## config.mk

```make
export PLATFORM = sky130hd
export DESIGN_NAME = first_best_fit_allocator
export DESIGN_NICKNAME = d
export VERILOG_FILES = /design/src/rtl/fbfa_pkg.sv /design/src/rtl/first_best_fit_allocator.sv /design/src/rtl/fbfa_ctrl.sv /design/src/rtl/fbfa_dp.sv
export SDC_FILE = /design/constraint.sdc
export NUM_CORES = 1
export LEC_CHECK = 0
export BUFFER_PORTS_ARGS = -buffer_cell sky130_fd_sc_hd__buf_2
export CELL_PAD_IN_SITES_DETAIL_PLACEMENT = 2
export CELL_PAD_IN_SITES_GLOBAL_PLACEMENT = 2
export CORE_MARGIN = 1.5
export CORE_UTILIZATION = 39
export DETAILED_ROUTE_END_ITERATION = 16
export PLACE_DENSITY = 0.74
export SYNTH_ARGS = -nofsm -noshare
export SYNTH_HDL_FRONTEND = slang
export SYNTH_SLANG_ARGS = --single-unit
```

## constraint.sdc

```tcl
create_clock -name clk_i -period 5.1 [get_ports clk_i]
set_input_delay 0.765 -clock clk_i [delete_from_list [all_inputs] [get_ports clk_i]]
set_output_delay 0.765 -clock clk_i [all_outputs]
set_load 0.02 [all_outputs]
```

## src/rtl/fbfa_pkg.sv

```systemverilog
package fbfa_pkg;

  // table geometry
  localparam int unsigned NUM_BLOCKS = 16;
  localparam int unsigned BLK_W      = 4;
  localparam int unsigned SIZE_W     = 16;
  localparam int unsigned CNT_W      = 5;

  // request kinds
  localparam logic REQ_LOAD  = 1'b0;
  localparam logic REQ_ALLOC = 1'b1;

  // fit modes
  localparam logic MODE_FIRST = 1'b0;
  localparam logic MODE_BEST  = 1'b1;

  // configuration register indexes
  localparam logic CFG_FIT_MODE    = 1'b0;
  localparam logic CFG_BLOCK_COUNT = 1'b1;

  localparam logic [CNT_W-1:0] BLOCK_COUNT_RST = CNT_W'(NUM_BLOCKS);

  // controller to datapath commands
  typedef struct packed {
    logic accept;
    logic scan;
    logic finish;
  } fbfa_cmd_t;

  // datapath to controller status
  typedef struct packed {
    logic scan_end;
  } fbfa_status_t;

endpackage

```

## src/rtl/first_best_fit_allocator.sv

```systemverilog
// First-fit / best-fit partition allocator. Pulse start_i while busy_o is low to
// transfer one item: a load writes the free size of block_index_i, an allocate
// searches the first block_count blocks for size_value_i. Each item gives one
// result, marked by done_o for a single cycle; the receiver cannot stall it, so
// capture it when it shows. A load reports the cycle after it is taken and the
// block stays free to take an item in that same cycle. An allocate compares one
// block per cycle and holds busy_o through its scan and finish states; it reports
// in the cycle busy_o falls. First fit stops at the first block that fits. Blocks
// searched must have been loaded since reset. Write configuration only while idle.
module first_best_fit_allocator (
  input  logic                          clk_i,
  input  logic                          rst_ni,
  input  logic                          start_i,
  output logic                          busy_o,
  input  logic                          req_type_i,
  input  logic [fbfa_pkg::BLK_W-1:0]    block_index_i,
  input  logic [fbfa_pkg::SIZE_W-1:0]   size_value_i,
  input  logic                          cfg_we_i,
  input  logic                          cfg_addr_i,
  input  logic [fbfa_pkg::CNT_W-1:0]    cfg_wdata_i,
  output logic                          done_o,
  output logic                          allocated_o,
  output logic [fbfa_pkg::BLK_W-1:0]    chosen_block_o,
  output logic [fbfa_pkg::SIZE_W-1:0]   remaining_size_o
);
  import fbfa_pkg::*;

  fbfa_cmd_t    cmd;
  fbfa_status_t status;

  // sequencer
  fbfa_ctrl u_ctrl (
    .clk_i      (clk_i),
    .rst_ni     (rst_ni),
    .start_i    (start_i),
    .req_type_i (req_type_i),
    .status_i   (status),
    .cmd_o      (cmd),
    .busy_o     (busy_o)
  );

  // table, search and result registers
  fbfa_dp u_dp (
    .clk_i            (clk_i),
    .rst_ni           (rst_ni),
    .cmd_i            (cmd),
    .status_o         (status),
    .req_type_i       (req_type_i),
    .block_index_i    (block_index_i),
    .size_value_i     (size_value_i),
    .cfg_we_i         (cfg_we_i),
    .cfg_addr_i       (cfg_addr_i),
    .cfg_wdata_i      (cfg_wdata_i),
    .done_o           (done_o),
    .allocated_o      (allocated_o),
    .chosen_block_o   (chosen_block_o),
    .remaining_size_o (remaining_size_o)
  );

  // a result only shows once the block is idle again
  assert property (@(posedge clk_i) disable iff (!rst_ni) done_o |-> !busy_o)
    else $error("result strobe while busy");

  // a taken load reports at once with an empty result
  assert property (@(posedge clk_i) disable iff (!rst_ni)
    (start_i && !busy_o && (req_type_i == REQ_LOAD)) |=> (done_o && !allocated_o))
    else $error("load transfer gave no empty result");

  // a taken allocate starts the search
  assert property (@(posedge clk_i) disable iff (!rst_ni)
    (start_i && !busy_o && (req_type_i == REQ_ALLOC)) |=> (busy_o && !done_o))
    else $error("allocate transfer did not start a search");

  // a failed or empty result carries zero fields
  assert property (@(posedge clk_i) disable iff (!rst_ni)
    !allocated_o |-> ((chosen_block_o == '0) && (remaining_size_o == '0)))
    else $error("nonzero fields without an allocation");

  // allocation is only flagged with the strobe
  assert property (@(posedge clk_i) disable iff (!rst_ni) allocated_o |-> done_o)
    else $error("allocated flag outside a result");

endmodule

```

## src/rtl/fbfa_ctrl.sv

```systemverilog
module fbfa_ctrl (
  input  logic                  clk_i,
  input  logic                  rst_ni,
  input  logic                  start_i,
  input  logic                  req_type_i,
  input  fbfa_pkg::fbfa_status_t status_i,
  output fbfa_pkg::fbfa_cmd_t   cmd_o,
  output logic                  busy_o
);
  import fbfa_pkg::*;

  typedef enum logic [1:0] {
    ST_IDLE,
    ST_SCAN,
    ST_FINISH
  } state_e;

  state_e state_q, state_d;

  // next state and commands
  always_comb begin
    state_d       = state_q;
    cmd_o.accept  = 1'b0;
    cmd_o.scan    = 1'b0;
    cmd_o.finish  = 1'b0;
    case (state_q)
      ST_IDLE: begin
        cmd_o.accept = start_i;
        if (start_i && (req_type_i == REQ_ALLOC)) begin
          state_d = ST_SCAN;
        end
      end
      ST_SCAN: begin
        if (status_i.scan_end) begin
          state_d = ST_FINISH;
        end else begin
          cmd_o.scan = 1'b1;
        end
      end
      ST_FINISH: begin
        cmd_o.finish = 1'b1;
        state_d      = ST_IDLE;
      end
      default: begin
        state_d = ST_IDLE;
      end
    endcase
  end

  // state and busy flag
  always_ff @(posedge clk_i or negedge rst_ni) begin
    if (!rst_ni) begin
      state_q <= ST_IDLE;
    end else begin
      state_q <= state_d;
    end
  end

  assign busy_o = (state_q != ST_IDLE);

endmodule

```

## src/rtl/fbfa_dp.sv

```systemverilog
module fbfa_dp (
  input  logic                          clk_i,
  input  logic                          rst_ni,
  input  fbfa_pkg::fbfa_cmd_t           cmd_i,
  output fbfa_pkg::fbfa_status_t        status_o,
  input  logic                          req_type_i,
  input  logic [fbfa_pkg::BLK_W-1:0]    block_index_i,
  input  logic [fbfa_pkg::SIZE_W-1:0]   size_value_i,
  input  logic                          cfg_we_i,
  input  logic                          cfg_addr_i,
  input  logic [fbfa_pkg::CNT_W-1:0]    cfg_wdata_i,
  output logic                          done_o,
  output logic                          allocated_o,
  output logic [fbfa_pkg::BLK_W-1:0]    chosen_block_o,
  output logic [fbfa_pkg::SIZE_W-1:0]   remaining_size_o
);
  import fbfa_pkg::*;

  logic [SIZE_W-1:0] free_q [NUM_BLOCKS];
  logic              fit_mode_q;
  logic [CNT_W-1:0]  block_count_q;
  logic [SIZE_W-1:0] size_q;
  logic [CNT_W-1:0]  cnt_q;
  logic              found_q;
  logic [BLK_W-1:0]  best_idx_q;
  logic [SIZE_W-1:0] best_val_q;
  logic              done_q;
  logic              allocated_q;
  logic [BLK_W-1:0]  chosen_q;
  logic [SIZE_W-1:0] remain_q;

  logic [CNT_W-1:0]  used_blocks;
  logic [SIZE_W-1:0] rd_val;
  logic              fits;
  logic              take;
  logic [SIZE_W-1:0] new_free;

  // configuration registers
  always_ff @(posedge clk_i or negedge rst_ni) begin
    if (!rst_ni) begin
      fit_mode_q    <= MODE_FIRST;
      block_count_q <= BLOCK_COUNT_RST;
    end else if (cfg_we_i) begin
      if (cfg_addr_i == CFG_FIT_MODE) begin
        fit_mode_q <= cfg_wdata_i[0];
      end else begin
        block_count_q <= cfg_wdata_i;
      end
    end
  end

  // scan compare, one block per cycle
  assign used_blocks = (block_count_q > BLOCK_COUNT_RST) ? BLOCK_COUNT_RST : block_count_q;
  assign rd_val      = free_q[cnt_q[BLK_W-1:0]];
  assign fits        = (size_q <= rd_val);
  assign take        = cmd_i.scan && fits && (!found_q || (rd_val < best_val_q));
  assign new_free    = best_val_q - size_q;

  assign status_o.scan_end = (cnt_q >= used_blocks) || (found_q && (fit_mode_q == MODE_FIRST));

  // free size table
  always_ff @(posedge clk_i) begin
    if (cmd_i.accept && (req_type_i == REQ_LOAD)) begin
      free_q[block_index_i] <= size_value_i;
    end else if (cmd_i.finish && found_q) begin
      free_q[best_idx_q] <= new_free;
    end
  end

  // request and search state
  always_ff @(posedge clk_i) begin
    if (cmd_i.accept) begin
      size_q <= size_value_i;
    end
    if (take) begin
      best_idx_q <= cnt_q[BLK_W-1:0];
      best_val_q <= rd_val;
    end
  end

  always_ff @(posedge clk_i or negedge rst_ni) begin
    if (!rst_ni) begin
      cnt_q   <= '0;
      found_q <= 1'b0;
    end else if (cmd_i.accept) begin
      cnt_q   <= '0;
      found_q <= 1'b0;
    end else if (cmd_i.scan) begin
      cnt_q <= cnt_q + CNT_W'(1);
      if (fits) begin
        found_q <= 1'b1;
      end
    end
  end

  // result register, one cycle strobe
  always_ff @(posedge clk_i or negedge rst_ni) begin
    if (!rst_ni) begin
      done_q      <= 1'b0;
      allocated_q <= 1'b0;
      chosen_q    <= '0;
      remain_q    <= '0;
    end else begin
      done_q      <= 1'b0;
      allocated_q <= 1'b0;
      chosen_q    <= '0;
      remain_q    <= '0;
      if (cmd_i.accept && (req_type_i == REQ_LOAD)) begin
        done_q <= 1'b1;
      end else if (cmd_i.finish) begin
        done_q <= 1'b1;
        if (found_q) begin
          allocated_q <= 1'b1;
          chosen_q    <= best_idx_q;
          remain_q    <= new_free;
        end
      end
    end
  end

  assign done_o           = done_q;
  assign allocated_o      = allocated_q;
  assign chosen_block_o   = chosen_q;
  assign remaining_size_o = remain_q;

endmodule
```

== Word-level counts from Yosys, hierarchy flattened ==
Memories as Yosys holds them, arrays and structs flattened.
Index checks and enable logic that the tools add are counted.
Cells by class
  bitwise gates (word level): 3
  add/subtract/negate cells: 2
  reduce and logical (&&, ||, !) cells: 18
  equal/unequal tests: 4
  magnitude comparators: 4
  muxes and demuxes: 32
Operators with widths (count)
  $mux 16: 4
  $mux 1: 18
  $le 16x16->1: 1
  $lt 16x16->1: 1
  $mux 4: 4
  $reduce_or 16->1: 1
  $sub 16x16->16: 1
  $mux 5: 3
  $reduce_and 2->1: 4
  $logic_and 1x1->1: 6
  $reduce_bool 2->1: 3
  $add 5x1->5 const B: 1
  $ge 5x5->1: 1
  $gt 5x5->1 const B: 1
  $mux 2: 2
  $pmux 2 s2: 1
  $not 1->1: 3
  $eq 2x1->1 const B: 1
  $eq 2x2->1 const B: 1
  $logic_not 2->1: 1
  $logic_or 1x1->1: 2
  $ne 2x1->1 const B: 1
  $ne 2x2->1 const B: 1
  $logic_not 1->1: 1
Storage, ports and cells
  memories kept: 1
  output and inout bits: 23
  RAM bits: 256
  flip-flop bits (word level): 72
Memories
  u_dp.free_q: depth 16, width 16, read ports 1, clocked after Yosys merged registers in 0, wr ports 1, RTL line fbfa_dp.sv:19  | logic [SIZE_W-1:0] free_q [NUM_BLOCKS];

== Logic depth before layout (Yosys ltp) ==
  depth in word-level cells: 8
  mapped depth: 12

== Modules after synthesis ==
From an unflattened synthesis, not the netlist that was laid out.
Unflattened totals
  cells, all modules: 808
  area, all modules: 14113.5 um^2
By module, submodules not included
  fbfa_dp: seq. area each 9620.5 um^2, area each 14004.7 um^2, cells each 798, instances 1
  fbfa_ctrl: seq. area each 50.0 um^2, area each 108.9 um^2, cells each 10, instances 1

== Least setup slack after synthesis ==
Ideal clock, no wire load.
  kind: reg2reg
  from: reg u_dp.cnt_q[0]
  to: reg u_dp.best_idx_q[0], enable pin
  arrival: 4649 ps
  setup slack: 24 ps
  setup time: 427 ps
  required time: 4673 ps
  buffers on the path: 2
  cell stages (with the launch flop): 13
  path through: dfrtp_1 buf_4 buf_2 mux4_2 mux4_2 inv_1 ha_1 a21oi_1 nand2_1 a221o_1 or3_1 a21oi_1 nor3b_1
RTL lines
  from (decl): RTL line fbfa_dp.sv:23  | logic [CNT_W-1:0] cnt_q;
  from (signal assigned): RTL line fbfa_dp.sv:89  | cnt_q <= cnt_q + CNT_W'(1);
  $mem_v2 16x16 *
  named net u_dp.rd_val[14]: RTL line fbfa_dp.sv:33  | logic [SIZE_W-1:0] rd_val;
  $le 16x16->1 or $lt 16x16->1 (tied branches): RTL line fbfa_dp.sv:55, fbfa_dp.sv:56
  $logic_and 1x1->1 or $logic_or 1x1->1 (tied branches): RTL line fbfa_dp.sv:56  | assign take = cmd_i.scan && fits && (!found_q || (rd_val < best_val_q));
  $logic_and 1x1->1 *: RTL line fbfa_dp.sv:56
  named net u_dp.take: RTL line fbfa_dp.sv:35  | logic take;
  to (signal assigned): RTL line fbfa_dp.sv:76  | best_idx_q <= cnt_q[BLK_W-1:0];
  to (decl): RTL line fbfa_dp.sv:25  | logic [BLK_W-1:0] best_idx_q;
The timed path passes the listed nets; every way through them passes the cells marked *.
A chain may end at the register's enable or synchronous reset.

== Worst setup path in the final report ==
  from: reg u_dp.cnt_q[0]
  to: reg u_dp.best_val_q[0], enable pin
RTL lines
  $mem_v2 16x16 *
  named net u_dp.rd_val[1]: RTL line fbfa_dp.sv:33
  $le 16x16->1 or $lt 16x16->1 (tied branches): RTL line fbfa_dp.sv:55, fbfa_dp.sv:56
  $logic_and 1x1->1 or $logic_or 1x1->1 (tied branches): RTL line fbfa_dp.sv:56
  $logic_and 1x1->1 *: RTL line fbfa_dp.sv:56
  named net u_dp.take: RTL line fbfa_dp.sv:35
  to (signal assigned): RTL line fbfa_dp.sv:77  | best_val_q <= rd_val;
  to (decl): RTL line fbfa_dp.sv:26  | logic [SIZE_W-1:0] best_val_q;
Marks and branches as above.

==> out/summary.txt <==
Largest net degree at the start of global routing: 37
Netlist cell types: 51
Worst path bufs/invs: 4
Synthesis-to-finish area growth: 16.36%
H-Tree Depth: 2
Worst-margin pin slew: 0.9428 ns
Core area: 0.03480 sq mm
Final std cells w/o fill: 1,357
CP top delay family: multiplexers
# hold bufs at CTS: 0
Cell Chain, Critical Path: buf_12 -> buf_4 -> mux4_2 -> mux4_2 -> inv_1 -> ha_1 -> nor2b_1 -> o21ai_0 -> a21boi_0 -> or3_1 -> a21oi_1 -> nor3b_2 -> buf_4
Setup Buffers After CTS: 0
Die Footprint: 0.03677 sq mm
Post-Syn Area: 0.01390 sq mm
M3 GR Usage: 3.362%
Data required time at the worst endpoint: 5.31 ns
Net Count, Synth: 861
Final setup fails: 0
Crit path largest cell delay: 0.79 ns
Detail Route Antenna Nets: 0
Initial antenna violation count: 1
CTS tree: built
Cell row count: 68
Part of the power in registers: 41.2%
Num CTS Buffers: 37
Die Y: 191.8 um
Clock power share: 33.3%
PD cells: 507.5 mW/mm^2
Status: finished, final reports clean
Area contributors post-synth: edfxtp_1, mux4_2, dfrtp_1
Grt ovf: 0
Sw Share: 29.53%
Reg2reg setup slack: 0.65 ns
Minimum clock period: 4.448 ns
Worst R2R End: u_dp.best_val_q[0]
Cts repair resizes: 0
HP Class: input pin to async pin
Setup CP Type: register to register
Busiest grt layer: met2
Post-synth EDFFs: 292
Dpl hpwl: 24,920 um
IO Port Bufs: 53
Routed WL: 38,270 um
GRT met1 Usage: 28.22%
Pre-Repair DR Iteration Count: 7
CTS clk-pin slew, worst paths: 0.06 ns
Top-Level Pins: 54
Vias in the first global route: 8,475
Pint: 0.005783 W
Post-place setup slack: 0.6326 ns
PnR worst setup slack: 0.6516 ns
First-pass GRT wire length: 56,040 um
Initial Util: 39.93%
RSZ-0062 raised after global routing: no
Critical Path Source Type: register
Mapped Cells: 777
Yosys warns: 0
Gr usage total: 21.62%
Worst-path maximum fanout: 26
Skew final: 0.01044 ns
Ys flop type: edfxtp_1
Fraction of layout cells with a size suffix above 1: 27.72%
Final Net Count: 962
Reg-to-Reg Start: u_dp.cnt_q[0]
NetSw: 0.002423 W
#FFs+latches synth: 328
Register-to-Register Path Depth: 13
Fin. Hold Viols: 0
Synth async-reset ratio: 10.98%
Inserted Diodes: 0
Number of remaining DRC errors: 0
Initial DRC count: 523
Slew HR: 37.14%
Max_cap viols: 0
Slowest CP cell: dfrtp_4
CTS root buf: clkbuf_16
Area leader, netlist: edfxtp_1
Via count: 7,642
Clock Tree Buf Depth: 3
Share of the synthesized area in the top cell type: 63.10%
Final Power: 0.008206 W
Global-route met2 utilization: 37.14%
Clock sink count: 328
Final Cycle Share: 87.22%
Die Width: 191.8 um
Sequential area share after synthesis: 69.59%
CP Capture Type: register
Clk Latency, worst-skew pair: 0.52 ns
Vias per cell: 5.632
Mapped Avg Cell Area: 17.88 sq um
Fmax: 0.2248 GHz
Fin Setup TNS: 0 ns
Worst VDD drop: 0.2937 mV
Placed cells: 1,294
WL/cell: 28.20 um
Slew Limit Fails: 0
Arr. time, crit path: 4.66 ns
Logic gate share of total power: 25.5%
Leakage power: 5.813 nW
Placer congestion estimate: 0.7548
## flip-flops by register name (all words and copies together), names as in the netlist, 4 cells and up
signal,flops
u_dp.cnt_q,5
u_dp.chosen_block_o,4
u_dp.size_q,16
u_dp.best_val_q,16
u_dp.best_idx_q,4
u_dp.block_count_q,5
u_dp.remaining_size_o,16
u_dp.free_q,256
## power by group through the flow
stage          combinational, W  sequential, W  clock, W
2_1_floorplan           0.00147        0.00334         0
3_3_place_gp            0.00201        0.00343         0
3_5_place_dp            0.00211        0.00344         0
4_1_cts                 0.00213        0.00339   0.00278
5_1_grt                 0.00230        0.00340   0.00289
6_report                0.00210        0.00338   0.00273
## cell usage in the layout (no fill, tap or decap), types with 7 or more instances in the layout
master and n:
o21ai_0 16, buf_4 31, nand4_1 7, o21a_1 7, edfxtp_1 292, ha_1 52, a21o_1 17, mux4_2 78
clkbuf_16 37, buf_2 53, mux2_2 10, and2_1 12, nand2_1 21, dfrtp_1 33, inv_1 58, nor2_2 16
a21oi_1 24, nor2_1 23
## routing by layer
metal,routed length (um),part of all wire [%]
met5,0,0
met1,16320,43
met4,1026,2.7
met3,1619,4.2
met2,19310,50
## Yosys cell counts, types with 2 or more instances
cell type	number
a2111oi_0	3
a211oi_1	6
a21o_1	17
a21oi_1	24
a31oi_1	5
a41oi_1	2
and2_1	12
and3_1	2
buf_2	8
clkbuf_1	12
dfrtp_1	35
edfxtp_1	292
ha_1	52
inv_1	58
mux2_2	10
mux2i_1	4
mux4_2	78
nand2_1	21
nand2b_1	4
nand3_1	6
nand3b_1	2
nand4_1	7
nor2_1	39
nor2b_1	5
nor3_1	4
nor3b_1	3
o211ai_1	5
o21a_1	7
o21ai_0	16
o21bai_1	3
o31a_1	2
o31ai_1	2
o32ai_1	2
or3_1	2
xnor2_1	6
xor2_1	6
## stage by stage
| stage | hold WS [ns] | area, sq um | util [%] |
|---|---|---|---|
| 6_report | 0.3870 | 16170 | 46.47 |
| 5_1_grt | 0.4349 | 16170 | 46.47 |
| 4_1_cts | 0.4134 | 16170 | 46.47 |
| 3_5_place_dp | 0.4861 | 14940 | 42.93 |
| 3_3_place_gp | 0.4728 | 14940 | 42.93 |
| 2_1_floorplan | 0.4390 | 13900 | - |
## cell families after synthesis
logic type | count (synthesis) | share of synthesized area (%)
AOI/OAI and AO/OA | 98 | 4.619
DFF | 328 | 69.59
xor gates and xnor gates | 12 | 0.7563
buffers and inverters | 82 | 2.377
adders and majority gates | 53 | 4.826
muxes | 93 | 13.93
and+or+nand+nor | 111 | 3.899
## how the worst max path moves through the flow
| stage | start | endpoint | slack, ns | cells past startpoint |
|---|---|---|---|---|
| after global routing | u_dp.cnt_q[0] | u_dp.best_val_q[1] | 0.36 | 13 |
| after global placement | u_dp.cnt_q[0] | u_dp.best_val_q[3] | 0.75 | 12 |
| after CTS | u_dp.cnt_q[0] | u_dp.best_val_q[0] | 0.56 | 11 |
| final | u_dp.cnt_q[0] | u_dp.best_val_q[0] | 0.65 | 13 |
| after detailed placement | u_dp.cnt_q[0] | u_dp.best_val_q[4] | 0.63 | 13 |
| after floorplan | u_dp.cnt_q[0] | u_dp.best_idx_q[0] | 0.02 | 12 |
## layout make-up
cell class | instances | area, sq um
Fill cell | 3190 | 18630
Timing Repair Buffer | 86 | 538.0
Tap cell | 455 | 569.3
Clock buffer | 45 | 975.9
Sequential cell | 328 | 9676
Clock inverter | 18 | 252.7
Inverter | 58 | 217.7
Multi-Input combinational cell | 367 | 3940
(Power assumes the default switching activity.)
